===== config.mk =====
export PLATFORM = sky130hd
export DESIGN_NAME = modular_exponentiation_unit
export DESIGN_NICKNAME = d
export VERILOG_FILES = /design/src/meu_pkg.sv /design/src/modular_exponentiation_unit.sv /design/src/meu_reduce.sv
export VERILOG_INCLUDE_DIRS = /design/src /design/src/src
export SDC_FILE = /design/constraint.sdc
export NUM_CORES = 2
export LEC_CHECK = 0
export BUFFER_PORTS_ARGS = -buffer_cell sky130_fd_sc_hd__buf_2
export CAP_MARGIN = 25
export CORE_MARGIN = 1
export CORE_UTILIZATION = 45
export CTS_BUF_LIST = sky130_fd_sc_hd__clkbuf_4 sky130_fd_sc_hd__clkbuf_8
export DETAILED_ROUTE_END_ITERATION = 8
export HOLD_SLACK_MARGIN = 0.1
export PLACE_DENSITY = 0.66
export SKIP_LAST_GASP = 1
export SLEW_MARGIN = 0
export SYNTH_ARGS = -nofsm -noshare
export SYNTH_HDL_FRONTEND = slang
export SYNTH_SLANG_ARGS = --single-unit

===== constraint.sdc =====
create_clock -name clock -period 12.9 [get_ports clock]
set_input_delay 0.645 -clock clock [delete_from_list [all_inputs] [get_ports clock]]
set_output_delay 0.645 -clock clock [all_outputs]
set_load 0.05 [all_outputs]

===== src/modular_exponentiation_unit_macros.svh =====
// Assertion macros shared by the modular exponentiation unit.
`ifndef MODULAR_EXPONENTIATION_UNIT_MACROS_SVH
`define MODULAR_EXPONENTIATION_UNIT_MACROS_SVH

`ifndef SYNTHESIS

`define MEU_ASSERT_IMPLIES(lbl, clk, rst, ante, cons) \
   lbl: assert property (@(posedge clk) disable iff (rst) (ante) |-> (cons)) \
      else $error("implication check failed");

`define MEU_ASSERT_NEXT(lbl, clk, rst, ante, cons) \
   lbl: assert property (@(posedge clk) disable iff (rst) (ante) |=> (cons)) \
      else $error("next-cycle check failed");

`else

`define MEU_ASSERT_IMPLIES(lbl, clk, rst, ante, cons)

`define MEU_ASSERT_NEXT(lbl, clk, rst, ante, cons)

`endif

`endif


===== src/meu_pkg.sv =====
`default_nettype none

package meu_pkg;

   localparam int BaseBits = 63;
   localparam int ExpBits  = 63;
   localparam int ModBits  = 32;
   localparam int ResBits  = 32;
   localparam int ProdBits = 2 * ModBits;
   // The remainder unit must take both a product and an unreduced base.
   localparam int DvdBits  = (ProdBits > BaseBits) ? ProdBits : BaseBits + 1;
   localparam int CntBits  = $clog2(DvdBits);

   typedef enum logic [2:0] {
      ST_IDLE,
      ST_RED_BASE,
      ST_CHECK,
      ST_MUL_ACC,
      ST_RED_ACC,
      ST_MUL_SQ,
      ST_RED_SQ,
      ST_DONE
   } state_type;

   typedef struct packed {
      logic busy;
      logic done;
   } red_status_type;

endpackage

`default_nettype wire


===== src/modular_exponentiation_unit.sv =====
// A zero exponent or modulus needs no reduction; otherwise the base is reduced, then each
// exponent bit up to the highest set bit multiplies into the result if set and squares the
// base if below that bit. The bit-serial remainder unit reduces each modular product.
// Throughput: one item at a time; a new item is taken the cycle after the result strobe.
// Reset (synchronous, active high) returns the sequencer to idle and drops any item at work.
// The result strobe lasts one cycle and the receiver cannot stall it.
`default_nettype none

`include "modular_exponentiation_unit_macros.svh"

module modular_exponentiation_unit (
   input  logic                            clock,
   input  logic                            reset,
   input  logic                            start,
   output logic                            busy,
   input  logic [meu_pkg::BaseBits-1:0]    req_base_value,
   input  logic [meu_pkg::ExpBits-1:0]     req_exponent,
   input  logic [31:0]                     req_modulus,
   output logic                            rsp_valid,
   output logic [meu_pkg::ResBits-1:0]     rsp_residue
);
   import meu_pkg::*;

   state_type            state_ff, state_in;
   logic [ExpBits-1:0]   exp_ff, exp_in;
   logic [ModBits-1:0]   mod_ff, mod_in;
   logic [ModBits-1:0]   acc_ff, acc_in;
   logic [ModBits-1:0]   sq_ff, sq_in;

   logic [ModBits-1:0]   req_mod;
   logic [ModBits-1:0]   mul_a;
   logic [ProdBits-1:0]  product;
   logic                 red_go;
   logic [DvdBits-1:0]   red_dividend;
   red_status_type       red_status;
   logic [ModBits-1:0]   red_rem;

   assign req_mod = req_modulus[ModBits-1:0];

   // The single multiplier serves both the accumulate and the squaring step;
   // its product is registered in the remainder unit's dividend register.
   assign mul_a   = (state_ff == ST_MUL_ACC) ? acc_ff : sq_ff;
   assign product = ProdBits'(mul_a) * ProdBits'(sq_ff);

   meu_reduce u_reduce (
      .clock     (clock),
      .reset     (reset),
      .go        (red_go),
      .dividend  (red_dividend),
      .modulus   (mod_ff),
      .status    (red_status),
      .remainder (red_rem)
   );

   always_comb begin
      state_in     = state_ff;
      exp_in       = exp_ff;
      mod_in       = mod_ff;
      acc_in       = acc_ff;
      sq_in        = sq_ff;
      red_go       = 1'b0;
      red_dividend = DvdBits'(req_base_value);
      unique case (state_ff)
         ST_IDLE: begin
            if (start) begin
               exp_in = req_exponent;
               mod_in = req_mod;
               priority if (req_mod == '0) begin
                  acc_in   = '0;
                  state_in = ST_DONE;
               end else if (req_exponent == '0) begin
                  acc_in   = ModBits'(1);
                  state_in = ST_DONE;
               end else begin
                  red_go   = 1'b1;
                  state_in = ST_RED_BASE;
               end
            end
         end
         ST_RED_BASE: begin
            if (red_status.done) begin
               sq_in    = red_rem;
               acc_in   = ModBits'(1);
               state_in = ST_CHECK;
            end
         end
         ST_CHECK: begin
            state_in = exp_ff[0] ? ST_MUL_ACC : ST_MUL_SQ;
         end
         ST_MUL_ACC: begin
            red_go       = 1'b1;
            red_dividend = DvdBits'(product);
            state_in     = ST_RED_ACC;
         end
         ST_RED_ACC: begin
            if (red_status.done) begin
               acc_in = red_rem;
               // No squaring is needed once the last set bit has been used.
               state_in = (exp_ff[ExpBits-1:1] == '0) ? ST_DONE : ST_MUL_SQ;
            end
         end
         ST_MUL_SQ: begin
            red_go       = 1'b1;
            red_dividend = DvdBits'(product);
            state_in     = ST_RED_SQ;
         end
         ST_RED_SQ: begin
            if (red_status.done) begin
               sq_in    = red_rem;
               exp_in   = exp_ff >> 1;
               state_in = ST_CHECK;
            end
         end
         ST_DONE: begin
            state_in = ST_IDLE;
         end
         default: begin
            state_in = ST_IDLE;
         end
      endcase
   end

   always_ff @(posedge clock) begin
      if (reset) begin
         state_ff <= ST_IDLE;
      end else begin
         state_ff <= state_in;
      end
   end

   always_ff @(posedge clock) begin
      exp_ff <= exp_in;
      mod_ff <= mod_in;
      acc_ff <= acc_in;
      sq_ff  <= sq_in;
   end

   assign busy        = (state_ff != ST_IDLE);
   assign rsp_valid   = (state_ff == ST_DONE);
   assign rsp_residue = ResBits'(acc_ff);

   `MEU_ASSERT_NEXT(a_rsp_one_cycle, clock, reset, rsp_valid, !rsp_valid)
   `MEU_ASSERT_NEXT(a_accept_goes_busy, clock, reset, start && !busy, busy)
   `MEU_ASSERT_IMPLIES(a_done_in_wait, clock, reset, red_status.done,
      state_ff == ST_RED_BASE || state_ff == ST_RED_ACC || state_ff == ST_RED_SQ)
   `MEU_ASSERT_IMPLIES(a_go_when_free, clock, reset, red_go, !red_status.busy && !red_status.done)

endmodule

`default_nettype wire


===== src/meu_reduce.sv =====
`default_nettype none

module meu_reduce (
   input  logic                             clock,
   input  logic                             reset,
   input  logic                             go,
   input  logic [meu_pkg::DvdBits-1:0]      dividend,
   input  logic [meu_pkg::ModBits-1:0]      modulus,
   output meu_pkg::red_status_type          status,
   output logic [meu_pkg::ModBits-1:0]      remainder
);
   import meu_pkg::*;

   logic                busy_ff, busy_in;
   logic                done_ff, done_in;
   logic [CntBits-1:0]  cnt_ff, cnt_in;
   logic [DvdBits-1:0]  dvd_ff, dvd_in;
   logic [ModBits-1:0]  rem_ff, rem_in;

   logic [ModBits:0]    trial;
   logic [ModBits+1:0]  diff;
   logic                last_step;

   // Restoring remainder: one dividend bit is brought down each cycle. The
   // partial remainder stays below the modulus, so the trial value is below
   // twice the modulus and a single subtraction suffices.
   assign trial     = {rem_ff, dvd_ff[DvdBits-1]};
   assign diff      = {1'b0, trial} - {2'b00, modulus};
   assign last_step = (cnt_ff == CntBits'(DvdBits - 1));

   always_comb begin
      busy_in = busy_ff;
      done_in = 1'b0;
      cnt_in  = cnt_ff;
      dvd_in  = dvd_ff;
      rem_in  = rem_ff;
      if (go) begin
         busy_in = 1'b1;
         cnt_in  = '0;
         dvd_in  = dividend;
         rem_in  = '0;
      end else if (busy_ff) begin
         dvd_in = {dvd_ff[DvdBits-2:0], 1'b0};
         rem_in = diff[ModBits+1] ? trial[ModBits-1:0] : diff[ModBits-1:0];
         cnt_in = cnt_ff + CntBits'(1);
         if (last_step) begin
            busy_in = 1'b0;
            done_in = 1'b1;
         end
      end
   end

   always_ff @(posedge clock) begin
      if (reset) begin
         busy_ff <= 1'b0;
         done_ff <= 1'b0;
         cnt_ff  <= '0;
      end else begin
         busy_ff <= busy_in;
         done_ff <= done_in;
         cnt_ff  <= cnt_in;
      end
   end

   always_ff @(posedge clock) begin
      dvd_ff <= dvd_in;
      rem_ff <= rem_in;
   end

   assign status.busy = busy_ff;
   assign status.done = done_ff;
   assign remainder   = rem_ff;

endmodule

`default_nettype wire

* Yosys cells after proc, flatten, opt, wreduce, memory -nomap -nowiden
Cells that the tools add are included.
** Storage, ports and cells
- Logic and storage cells :: 75
- Register bits after elaboration :: 266
- Output and inout bits :: 34
- Memories :: 0
- RAM bits :: 0
- ROM bits :: 0
- Latch bits :: 0
** Cells by class
- Bitwise gates (word level) :: 1
- Divide/modulo/power cells :: 0
- Multiply operators :: 1
- Reductions and logical operators :: 17
- Add/sub/neg operators :: 2
- Eq/ne operators :: 14
- $lt $le $gt $ge :: 0
- Multiplexer cells :: 30
- Shift-type cells :: 0
** Operator list (count)
- 2-to-1 mux 32 bit :: 7
- 2-to-1 mux 64 bit :: 3
- 2-to-1 mux 63 bit :: 2
- one-hot mux 63 bit (2 select lines) :: 1
- one-hot mux 32 bit (3 select lines) :: 1
- multiplier 32 x 32 -> 64 bit :: 1
- zero test 63 bit :: 1
- zero test 62 bit :: 1
- subtractor 33 x 32 -> 34 bit :: 1
- zero test 32 bit :: 1
- one-hot mux 3 bit (7 select lines) :: 1
- 2-to-1 mux 3 bit :: 6
- equality test 3 bit (second input constant) :: 4
- != test 2 x 1 -> 1 bit (second input constant) :: 4
- 2-to-1 mux 1 bit :: 7
- adder 6 x 1 -> 6 bit (second input constant) :: 1
- equality test 3 x 2 -> 1 bit (second input constant) :: 2
- equality test 6 bit (second input constant) :: 1
- AND reduction 3 bit :: 2
- nonzero test 3 bit :: 2
- OR reduction 2 bit :: 3
- AND reduction 5 bit :: 1
- AND reduction 2 bit :: 2
- nonzero test 2 bit :: 2
- 8 further kinds :: 8

* Depth between registers and ports, before layout
- Word-level depth :: 6
- Mapped depth :: 33
- Mapped depth without buffers :: 28

* Modules after synthesis
A second synthesis with hierarchy kept.
** Unflattened totals
- Cells, all modules :: 5015
- Area, all modules :: 47026.4 sq um
** By module, submodules not included
- modular_exponentiation_unit :: instances 1, area each 40874.2 sq um, cells an instance 4400, seq. area each 4834.6 sq um
- meu_reduce :: instances 1, area each 6152.2 sq um, cells an instance 615, seq. area each 2722.6 sq um

* Least setup slack after synthesis
No wires, ideal clock.
- Kind :: flip-flop to flip-flop
- Start point :: register state_ff[1]
- End point :: register u_reduce.dvd_ff[56] (data pin)
- Cell stages (with the launch flop) :: 31
- Buffers on the path :: 5
- Data arrival time :: 8.127 ns
- Path slack :: 4.512 ns
- Data required time :: 12.639 ns
- Path through :: dfxtp_1 -> buf_2 -> inv_1 -> or3_1 -> clkbuf_1 -> buf_2 -> mux2_2 -> clkbuf_1 -> and2_1 -> fa_1 -> fa_1 -> inv_1 -> fa_1 -> fa_1 -> inv_1 -> fa_1 -> fa_1 -> fa_1 -> inv_1 -> fa_1 -> inv_1 -> ha_1 -> clkbuf_1 -> nand2_1 -> nor3_1 -> a221oi_1 -> o21a_1 -> or3_1 -> nand3_1 -> a211oi_2 -> o311a_1
** Between the ends
- Longest elaborated chain between the ends :: 5
** RTL lines
- start: declaration :: RTL line modular_exponentiation_unit.sv:24 : state_type state_ff, state_in;
- start signal: assignment :: RTL line modular_exponentiation_unit.sv:127 : state_ff <= state_in;
- equality test 3 x 2 -> 1 bit :: RTL line modular_exponentiation_unit.sv:42, modular_exponentiation_unit.sv:63
- 2-to-1 mux 32 bit :: RTL line modular_exponentiation_unit.sv:42 : assign mul_a = (state_ff == ST_MUL_ACC) ? acc_ff : sq_ff;
- multiplier 32 x 32 -> 64 bit :: RTL line modular_exponentiation_unit.sv:43 : assign product = ProdBits'(mul_a) * ProdBits'(sq_ff);
- 2-to-1 mux 64 bit :: RTL line modular_exponentiation_unit.sv:63 : unique case (state_ff)
- 2-to-1 mux 64 bit * :: RTL line meu_reduce.sv:37 : if (go) begin
- net u_reduce.dvd_in[56] :: RTL line meu_reduce.sv:17 : logic [DvdBits-1:0] dvd_ff, dvd_in;
- end signal: assignment :: RTL line meu_reduce.sv:66 : dvd_ff <= dvd_in;
- end: declaration :: RTL line meu_reduce.sv:17
The timed path passes the listed nets; every way through them passes the cells marked *.
A chain may end at the register's enable or synchronous reset.

* Final worst setup path
- Start point :: register state_ff[0]
- End point :: register u_reduce.dvd_ff[59] (data pin)
The elaborated chain is that of the path after synthesis.

==> run_results.csv <==
group,metric,value,unit
sta,finalCritPeriodShare,77.6,%
drt,via_count,34200,
synth,synth_cell_types,76,
sta,grt_setup_unrepaired,"false",
synth,synth_fp_nets,6332,
grt,first_global_vias,36000,
drt,ant_nets,0,
clock_tree,cts.path.max_buffers,3,
drt,wirelength,130000,um
clock_tree,cts.clk_slew.worst_paths,0.07,ns
layout,area_delta_synth_final,6.18,%
grt,grt_use_total,25.0,%
synth,synthesis.area,0.0469,sq mm
placement,place.gp.congestion,0.933,
clock_tree,tritoncts,"done",
drt,drc_errors,0,
drt,drt_pass1_iterations,7,
clock_tree,ctsHoldBuffers,0,
grt,globalRouteOverflowTotal,0,
layout,fin_nets,6333,
drt,routed_wire_length_per_instance,20.3,um
worst_setup_path,setup.worst_path.start_class,"register",
hold_path,hp-start,"req_modulus[8]",
synth,async_flop_share,0,%
sta,slew_headroom,30.6,%
drt,per_cell_via_count_in_the_routed_design,5.36,
synth,yosys_register_bits,266,
clock_tree,clock_network_latency_to_the_later_pin_of_the_worst_skew_pair,0.58,ns
job,max_cap_viol_count,0,
floorplanning,std_cell_rows,118,
grt,grt_pass1_wl,206000,um
worst_setup_path,worst-setup-path-type,"register to register",
clock_tree,cts.repair_timing.setup_buffer_count,0,
synth,yosysTopAreaCell,"sky130_fd_sc_hd__fa_1",
worst_setup_path,arrival_time_worst_endpoint,10.33,ns
synth,synth_most_common_cell,"sky130_fd_sc_hd__inv_1",
hold_path,worstHoldPathType,"input pin to register",
status,run_status,"complete, no violations",
placement,detailedPlacementHpwl,104000,um
clock_tree,clock_tree.root_cell,"sky130_fd_sc_hd__clkbuf_8",
clock_tree,cts_resized,0,
synth,syn_area_per_cell,9.41,sq um
synth,netlist_instances,4978,
worst_setup_path,timing.critical_path.required,13.22,ns
synth,yosysWarnings,0,
synth,synth_top_cells_by_count,"902 x sky130_fd_sc_hd__inv_1, 897 x sky130_fd_sc_hd__fa_1, 753 x sky130_fd_sc_hd__nand2_1",
clock_tree,cts_inserted_buffers,41,
layout,final_layout_size_suffix_gt1_share,7.78,%
clock_tree,numClockSinks,266,
drt,first_iter_violations,2700,
worst_setup_path,critical_path.max_fanout,36,
grt,antenna_found_initial,4,
clock_tree,htreeDepth,2,
synth,yosys.area.top_type_share,38.3,%
placement,io_port_bufs,194,
sta,fin_tns_setup,0,ns
sta,max_freq,99.9,MHz
grt,grt_max_degree,111,
sta,fin_crit,10.01,ns
worst_setup_path,worstReg2RegStart,"state_ff[0]",
synth,edff_count_synth,223,
floorplanning,fp.dieArea,0.105,sq mm
sta,worst_clock_skew,0.0327,ns
synth,synth_area_leaders,"sky130_fd_sc_hd__fa_1 38%, sky130_fd_sc_hd__edfxtp_1 14%, sky130_fd_sc_hd__and2_1 8.2%",
floorplanning,fp.coreArea,0.103,sq mm
floorplanning,initial_core_util,45.3,%
worst_setup_path,crit_start,"state_ff[0]",
synth,seq_area_frac_synth,16.1,%
sta,worst_pin_slew,1.04,ns
floorplanning,ioPinCount,195,
synth,synth-main-ff-cell,"sky130_fd_sc_hd__edfxtp_1",
sta,setup_violations,0,
sta,timing_max_transition_violations_final,0,
worst_setup_path,crit_path_end_kind,"register",
floorplanning,die_width,325,um
floorplanning,chipHeight,325,um
sta,finalHoldViolations,0,
layout,fillerInstances,9771,
==> final timing paths <==
| kind | to | slack [ns] | cells past startpoint |
|---|---|---|---|
| setup / recovery | u_reduce.dvd_ff[59] | 2.89 | 26 |
| hold / removal | mod_ff[8] | 0.27 | 1 |
| hold reg to reg | u_reduce.done_ff | 0.52 | 2 |
| setup reg to reg | u_reduce.dvd_ff[59] | 2.89 | 26 |
==> metrics by stage <==
step                setup WS, ns  utilization, %  hold WS [ns]  instances  cell area (sq um)
floorplan                   4.51               -         0.456       4978              46900
global placement            2.95            47.3         0.506       6314              48900
detailed placement          2.95            47.3         0.509       6315              48900
CTS                         2.92            48.1         0.237       6390              49700
global route                2.44            48.2         0.243       6392              49800
finish                      2.89            48.2         0.271       6392              49800
==> cells in the final DEF, fill, tap and decap left out, drive strengths merged, types with 25 or more instances in the layout <==
| cell | instances |
|---|---|
| a21o | 53 |
| ha | 296 |
| fa | 897 |
| o21a | 33 |
| mux2i | 50 |
| nor4 | 48 |
| clkbuf | 61 |
| nor2 | 74 |
| nand4 | 30 |
| nand2 | 753 |
| xnor2 | 45 |
| a21oi | 124 |
| buf | 245 |
| a31oi | 25 |
| mux2 | 39 |
| o21ai | 147 |
| edfxtp | 223 |
| a211oi | 25 |
| dfxtp | 43 |
| and2 | 614 |
| nand3 | 33 |
| nor3 | 30 |
| xor2 | 42 |
| inv | 904 |
==> flip-flops by register name (all words and copies together), names as in the netlist <==
| name | flops |
|---|---|
| rsp_residue | 32 |
| exp_ff | 63 |
| u_reduce.done_ff | 1 |
| state_ff | 3 |
| u_reduce.busy_ff | 1 |
| u_reduce.cnt_ff | 6 |
| mod_ff | 32 |
| u_reduce.remainder | 32 |
| sq_ff | 32 |
| u_reduce.dvd_ff | 64 |
==> area by class of cell <==
class	count	area [sq um]	share of cell area, %
clock inverters	14	124	0.249
flip-flops and latches	266	7560	15.2
inverters	902	3390	6.80
repair buffers	245	1380	2.78
well taps	1380	1730	3.47
multi-input cells	3523	34800	70.0
diodes	1	2.50	0.00503
clock buffers	61	739	1.49
==> worst max-delay path, cell delays in order, from the launching register on <==
cell	delay (ns)
sky130_fd_sc_hd__dfxtp_1	0.58
sky130_fd_sc_hd__inv_1	0.19
sky130_fd_sc_hd__or3_2	0.90
sky130_fd_sc_hd__buf_4	0.44
sky130_fd_sc_hd__mux2_2	0.72
sky130_fd_sc_hd__nand2_1	0.17
sky130_fd_sc_hd__fa_1	0.57
sky130_fd_sc_hd__inv_1	0.06
sky130_fd_sc_hd__fa_1	0.51
sky130_fd_sc_hd__inv_1	0.06
sky130_fd_sc_hd__fa_1	0.53
sky130_fd_sc_hd__inv_1	0.05
sky130_fd_sc_hd__fa_1	0.51
sky130_fd_sc_hd__fa_1	0.44
sky130_fd_sc_hd__fa_1	0.52
sky130_fd_sc_hd__fa_1	0.43
sky130_fd_sc_hd__fa_1	0.52
sky130_fd_sc_hd__ha_1	0.42
sky130_fd_sc_hd__a21oi_1	0.24
sky130_fd_sc_hd__o21ai_0	0.19
sky130_fd_sc_hd__a21oi_1	0.21
sky130_fd_sc_hd__o2111ai_1	0.21
sky130_fd_sc_hd__a221oi_2	0.50
sky130_fd_sc_hd__o21ai_1	0.22
sky130_fd_sc_hd__a31oi_1	0.23
sky130_fd_sc_hd__xor2_1	0.21
sky130_fd_sc_hd__a21oi_1	0.10
==> routing by layer <==
metal	global-route usage [%]	vias to the layer above	share of wire [%]
met2	41.1	1148	47
met4	7.27	0	3.0
met1	35.0	17500	43
li1	-	15400	-
met5	0	-	0
met3	2.55	176	6.2
==> kinds of logic after synthesis <==
| group | after synthesis | synth area share (%) |
|---|---|---|
| adders and majority gates | 1193 | 46.2 |
| buffers and inverters | 1189 | 9.60 |
| muxes | 89 | 2.00 |
| and+or+nand+nor | 1654 | 17.6 |
| AOI/OAI and AO/OA | 500 | 6.87 |
| DFF | 266 | 16.1 |
| xor gates and xnor gates | 87 | 1.63 |
Power is not shown: default switching activity piles up to over one toggle a cycle in this logic, so the estimate is an artifact.
